$ cat config.mk
export PLATFORM = sky130hd
export DESIGN_NAME = stpf_fmt
export DESIGN_NICKNAME = d
export VERILOG_FILES = /design/src/sv/stpf_pkg.sv /design/src/sv/stpf_fmt.sv
export SDC_FILE = /design/constraint.sdc
export NUM_CORES = 1
export LEC_CHECK = 0
export ABC_AREA = 1
export BUFFER_PORTS_ARGS = -buffer_cell sky130_fd_sc_hd__buf_2
export CAP_MARGIN = 5
export CORE_ASPECT_RATIO = 0.8
export CORE_MARGIN = 1
export CORE_UTILIZATION = 57
export DETAILED_ROUTE_END_ITERATION = 10
export HOLD_SLACK_MARGIN = 0.1
export PLACE_DENSITY = 0.8
export SLEW_MARGIN = 20
export SYNTH_ARGS = -nofsm -noshare
export SYNTH_HDL_FRONTEND = slang
export SYNTH_SLANG_ARGS = --single-unit
export TNS_END_PERCENT = 1
$ cat constraint.sdc
create_clock -name i_clk -period 12 [get_ports i_clk]
set_input_delay 2.4 -clock i_clk [delete_from_list [all_inputs] [get_ports i_clk]]
set_output_delay 2.4 -clock i_clk [all_outputs]
set_load 0.01 [all_outputs]
$ cat src/sv/stpf_pkg.sv
// ----------------------------------------------------------------------------
// stpf_pkg
// Types and constants shared by the source text prefix packet filter.
// ----------------------------------------------------------------------------
package stpf_pkg;

    localparam int MaxEntriesDefault = 128;
    localparam int EntryCharsDefault = 24;
    localparam int TextMax           = 32;
    localparam int TextLenW          = 6;

    localparam logic [1:0] CMD_PACKET = 2'd0;
    localparam logic [1:0] CMD_BLACK  = 2'd1;
    localparam logic [1:0] CMD_WHITE  = 2'd2;
    localparam logic [1:0] CMD_CHUNK  = 2'd3;

    localparam logic [7:0] PROTO_TCP = 8'd6;
    localparam logic [7:0] PROTO_UDP = 8'd17;
    localparam logic [7:0] CHAR_ZERO = 8'h30;
    localparam logic [7:0] CHAR_DOT  = 8'h2E;
    localparam logic [7:0] CHAR_COLON = 8'h3A;

    typedef struct packed {
        logic [1:0]  cmd;
        logic [31:0] source_address;
        logic [15:0] source_port;
        logic [7:0]  protocol;
        logic [63:0] chunk_bytes;
        logic [3:0]  chunk_count;
        logic        chunk_last;
    } t_in_item;

    typedef struct packed {
        logic       verdict;
        logic       matched;
        logic [6:0] matched_index;
    } t_out_item;

    // Source text as handed from the formatter to the matcher.
    typedef struct packed {
        logic [TextMax-1:0][7:0] chars;
        logic [TextLenW-1:0]     len;
    } t_text;

endpackage

$ cat src/sv/stpf_fmt.sv
// ----------------------------------------------------------------------------
// stpf_fmt
// Builds the "a.b.c.d:port" text, one decimal digit at a time.
// ----------------------------------------------------------------------------
module stpf_fmt (
    input  logic            i_clk,
    input  logic            i_rst_n,
    input  logic            i_start,
    input  logic [31:0]     i_addr,
    input  logic [15:0]     i_port,
    output logic            o_done,
    output stpf_pkg::t_text o_text
);
    import stpf_pkg::*;

    localparam logic [1:0] S_IDLE  = 2'd0;
    localparam logic [1:0] S_DIGIT = 2'd1;
    localparam logic [1:0] S_EMIT  = 2'd2;

    logic [1:0]  r_state, n_state;
    logic [2:0]  r_field, n_field;      // 0..3 octets, 4 port
    logic [16:0] r_val, n_val;
    logic [2:0]  r_nd, n_nd;            // digits collected
    logic [4:0][3:0] r_dig, n_dig;      // low digit first
    t_text       r_text, n_text;
    logic        r_done, n_done;

    // Divide by ten through a reciprocal, exact for values below 2^17.
    logic [16:0] w_q;
    logic [3:0]  w_r;
    logic [36:0] w_prod;
    assign w_prod = {20'd0, r_val} * 37'd104858;
    assign w_q    = w_prod[36:20];
    assign w_r    = 4'(r_val - 17'(w_q * 17'd10));

    always_comb begin
        logic [3:0] dsel;
        dsel    = 4'd0;
        n_state = r_state;
        n_field = r_field;
        n_val   = r_val;
        n_nd    = r_nd;
        n_dig   = r_dig;
        n_text  = r_text;
        n_done  = 1'b0;
        unique case (r_state)
            S_IDLE: begin
                if (i_start) begin
                    n_state = S_DIGIT;
                    n_field = 3'd0;
                    n_val   = {9'd0, i_addr[31:24]};
                    n_nd    = 3'd0;
                    n_text.len = '0;
                end
            end
            S_DIGIT: begin
                n_dig[r_nd] = w_r;
                n_nd = r_nd + 3'd1;
                n_val = w_q;
                if (w_q == 17'd0) begin
                    n_state = S_EMIT;
                end
            end
            S_EMIT: begin
                // Emit the most significant remaining digit.
                dsel = r_dig[r_nd - 3'd1];
                n_text.chars[r_text.len[4:0]] = CHAR_ZERO + {4'd0, dsel};
                n_text.len = r_text.len + TextLenW'(1);
                n_nd = r_nd - 3'd1;
                if (r_nd == 3'd1) begin
                    if (r_field == 3'd4) begin
                        n_state = S_IDLE;
                        n_done  = 1'b1;
                    end else begin
                        n_text.chars[r_text.len[4:0] + 5'd1] =
                            (r_field == 3'd3) ? CHAR_COLON : CHAR_DOT;
                        n_text.len = r_text.len + TextLenW'(2);
                        n_field = r_field + 3'd1;
                        n_state = S_DIGIT;
                        unique case (r_field)
                            3'd0:    n_val = {9'd0, i_addr[23:16]};
                            3'd1:    n_val = {9'd0, i_addr[15:8]};
                            3'd2:    n_val = {9'd0, i_addr[7:0]};
                            default: n_val = {1'b0, i_port};
                        endcase
                    end
                end
            end
            default: n_state = S_IDLE;
        endcase
    end

    always_ff @(posedge i_clk) begin
        if (!i_rst_n) begin
            r_state <= S_IDLE;
            r_done  <= 1'b0;
        end else begin
            r_state <= n_state;
            r_done  <= n_done;
        end
        r_field <= n_field;
        r_val   <= n_val;
        r_nd    <= n_nd;
        r_dig   <= n_dig;
        r_text  <= n_text;
    end

    assign o_done = r_done;
    assign o_text = r_text;

`ifndef SYNTH
    a_len_bound: assert property (@(posedge i_clk) disable iff (!i_rst_n)
        r_done |-> (r_text.len <= TextLenW'(TextMax - 1)))
        else $error("text too long");
    a_digits_bound: assert property (@(posedge i_clk) disable iff (!i_rst_n)
        (r_state == S_DIGIT) |-> (r_nd <= 3'd4))
        else $error("digit overflow");
    a_done_idle: assert property (@(posedge i_clk) disable iff (!i_rst_n)
        r_done |-> (r_state == S_IDLE))
        else $error("done while busy");
`endif
endmodule

==> flow_summary_export.csv <==
group,metric,value,unit
cts,clock_latency,0.56,ns
yosys,syn_area_per_cell,9.36,sq um
layout,design_area,22800,sq um
floorplan,die-area,35300,sq um
placement,port_buffers,313,
setup_path,reg2reg_depth,23,
layout,diodes,0,
cts,cts_buffers,30,
sta,setup_viol,0,
yosys,seq_area_frac_synth,46.6,%
yosys,synth-simple-area-share,19.7,%
cts,cts-resized-gates,0,
routing,drt_pass1_iterations,6,
sta,layout_min_cycle_time,6.13,ns
cts,cts.sinks,307,
sta,post-route-period-util,51.1,%
cts,cts.htree.levels,1,
layout,nNetsFinal,2716,
sta,timing.fmax,163,MHz
run_status,outcome,"finished clean",
layout,postLayoutCoreUtil,67.2,%
floorplan,core_area,33900,sq um
setup_path,crit_slowest_cell,"edfxtp_1",
global_route,grt_pass1_vias,15900,
cts,postCtsSetupBuffers,0,
layout,drive_gt1_share,18.8,%
sta,rsz0062_at_grt,"no",
floorplan,die_h,168,microns
routing,vias_per_cell,5.63,
sta,hold_viol,0,
routing,wl_per_cell,19.7,microns
yosys,synthFlopType,"edfxtp_1",
floorplan,ios,314,
setup_path,critical-path-max-stage-delay,0.56,ns
global_route,antenna_found_initial,0,
floorplan,fp.dieW,210,microns
yosys,netlist_top_cells_area,"edfxtp_1, ha_1, nand2_1, fa_1, inv_1",
yosys,synthMuxAreaShare,0,%
global_route,grt_pass1_wl,88.6,mm
sta,setup_tns,0,ns
job,max-cap-violations,0,
setup_path,path_cells,"ha_1 -> inv_1 -> fa_1 -> inv_1 -> fa_1 -> fa_1 -> fa_1 -> inv_1 -> fa_1 -> inv_1 -> ha_1 -> nand2_2 -> inv_2 -> a21oi_2 -> inv_1 -> nor2_1 -> nand3b_1 -> nand2_1 -> inv_1 -> ha_1 -> fa_1 -> xnor2_1 -> xor2_1",
routing,drtAntennaViolNets,0,
routing,drc,0,
layout,layout_common_cells,"nand2_1, inv_1, buf_2",
cts,cts_tree,"built",
worst_hold_path,hold_depth,1,
floorplan,row_count,60,
global_route,track_usage,32.6,%
yosys,ys_types,43,
yosys,synth_top_family_by_area,"simple AND/OR/NAND/NOR gates",
placement,gp_congestion,0.979,
setup_path,crit_buf_inv,7,
yosys,synth_xor_area_share,0.444,%
setup_path,regToRegEndpoint,"r_dig[15]",
setup_path,critical_path.top_delay_family,"adder cells",
sta,tightest_slew,1.16,ns
placement,post_dp_cell_area,21800,sq um
setup_path,path_max_fanout,6,
worst_hold_path,min_path_type,"reg -> reg",
setup_path,crit_type,"reg -> reg",
global_route,grt_max_degree,196,
yosys,synth_compound_area_share,7.53,%
sta,drv_slew,0,
sta,fin_skew,0.0163,ns
cts,cts-root-buf,"clkbuf_16",
setup_path,end_kind,"register",
yosys,synth_area,19700,sq um
routing,vias,16400,
cts,clk_pin_slew,0.06,ns
setup_path,cp_data_arrival_time,6.47,ns
yosys,synthAdderAreaFrac,17.9,%
routing,routed_wl,57.6,mm
cts,ctsHoldBuffers,0,
placement,post-dp-hpwl,43.5,mm
floorplan,start_util,58.2,%
setup_path,start_kind,"register",
sta,slew_headroom,22.7,%
setup_path,cp.required,12.34,ns
yosys,async_flop_share,0,%
setup_path,worstReg2RegStart,"r_val[3]",
worst_hold_path,hold_end,"o_text[203]",
yosys,yosys_warnings,0,
routing,first_iter_violations,1933,
setup_path,reg2reg_slack,5.87,ns
yosys,netlist_instances,2105,
yosys,synth_edf_count,304,
yosys,syn_nets,2390,
worst_hold_path,holdCritStartpoint,"o_text[203]",
layout,layout_commonest_cell,"nand2_1",
cts,cts_buffer_depth,3,
yosys,synth_top_area_cell,"edfxtp_1",
global_route,gr-total-overflow,0,
layout,area_growth,15.5,%
yosys,synth-seq-cells,307,
yosys,yosysTopAreaCellShare,46.3,%
==> worst register-to-register path, stage by stage, from the launching register on <==
cell and delay [ns]:
edfxtp_1 0.56, ha_1 0.41, inv_1 0.08, fa_1 0.50, inv_1 0.05, fa_1 0.51, fa_1 0.46, fa_1 0.54
inv_1 0.06, fa_1 0.49, inv_1 0.04, ha_1 0.31, nand2_2 0.11, inv_2 0.06, a21oi_2 0.15, inv_1 0.07
nor2_1 0.16, nand3b_1 0.09, nand2_1 0.09, inv_1 0.08, ha_1 0.19, fa_1 0.40, xnor2_1 0.19, xor2_1 0.33
==> sequential cells by signal, indices dropped and copies added, names as in the netlist <==
signal / count
o_text: 262
r_dig: 20
r_val: 16
r_field: 3
r_nd: 3
r_state: 2
o_done: 1
==> routing by layer <==
layer	share of wire, %	track usage (%)
met1	42	45.6
met2	44	49.6
met3	12	9.18
met4	3.1	9.43
met5	0	0
==> area by class of cell <==
type | count | area [sq um]
flip-flops and latches | 307 | 9190
multi-input cells | 1394 | 9010
repair buffers | 319 | 1620
inverters | 379 | 1420
clock buffers | 38 | 802
fillers | 2637 | 11100
well taps | 465 | 582
clock inverters | 14 | 135
==> synthesized netlist by cell type (2+ instances only) <==
cell	number
fa_1	81
nor2_4	27
nor2_1	216
a21o_1	3
xor2_1	5
a31o_2	2
o31ai_1	16
clkbuf_1	12
nand3_2	3
edfxtp_1	304
nor3_1	26
a21oi_2	2
buf_2	10
o21ai_1	12
buf_4	3
a21oi_1	121
nand3_1	99
o21ai_0	91
clkinv_1	8
nand2_1	447
xnor2_1	5
a32o_1	3
nand3b_1	11
ha_1	153
inv_2	34
nand2_2	13
nor3_2	7
a211oi_1	2
nor2_2	9
inv_1	337
nand4_1	14
dfxtp_1	3
o22ai_1	16
==> logic make-up after synthesis <==
| logic type | after synthesis |
|---|---|
| buffers and inverters | 404 |
| adder cells (fa/ha/maj) | 234 |
| flip-flops | 307 |
| XOR/XNOR | 10 |
| AND/OR/NAND/NOR | 877 |
| AO/OA/AOI/OAI | 273 |
==> per-stage QoR <==
step                hold WS (ns)  setup WS [ns]  cells
floorplan                  0.492           3.56   2105
global placement           0.515           6.14   2864
detailed placement         0.526           6.00   2864
CTS                        0.544           5.91   2916
global route               0.555           5.54   2916
finish                     0.544           5.87   2916
==> worst max-delay path by stage <==
stage	start	endpoint	slack, ns	cells past startpoint
after global placement	r_val[3]	r_dig[11]	6.14	23
after detailed placement	r_val[3]	r_dig[19]	6.00	23
after floorplan	r_state[0]	r_val[0]	3.56	5
final	r_val[3]	r_dig[15]	5.87	23
after CTS	r_val[3]	r_dig[11]	5.91	23
after global routing	r_val[3]	r_dig[7]	5.54	23
Power is left out: the tool's default activity adds up to more than one toggle a clock period on the data nets, which glitch-free logic cannot reach.
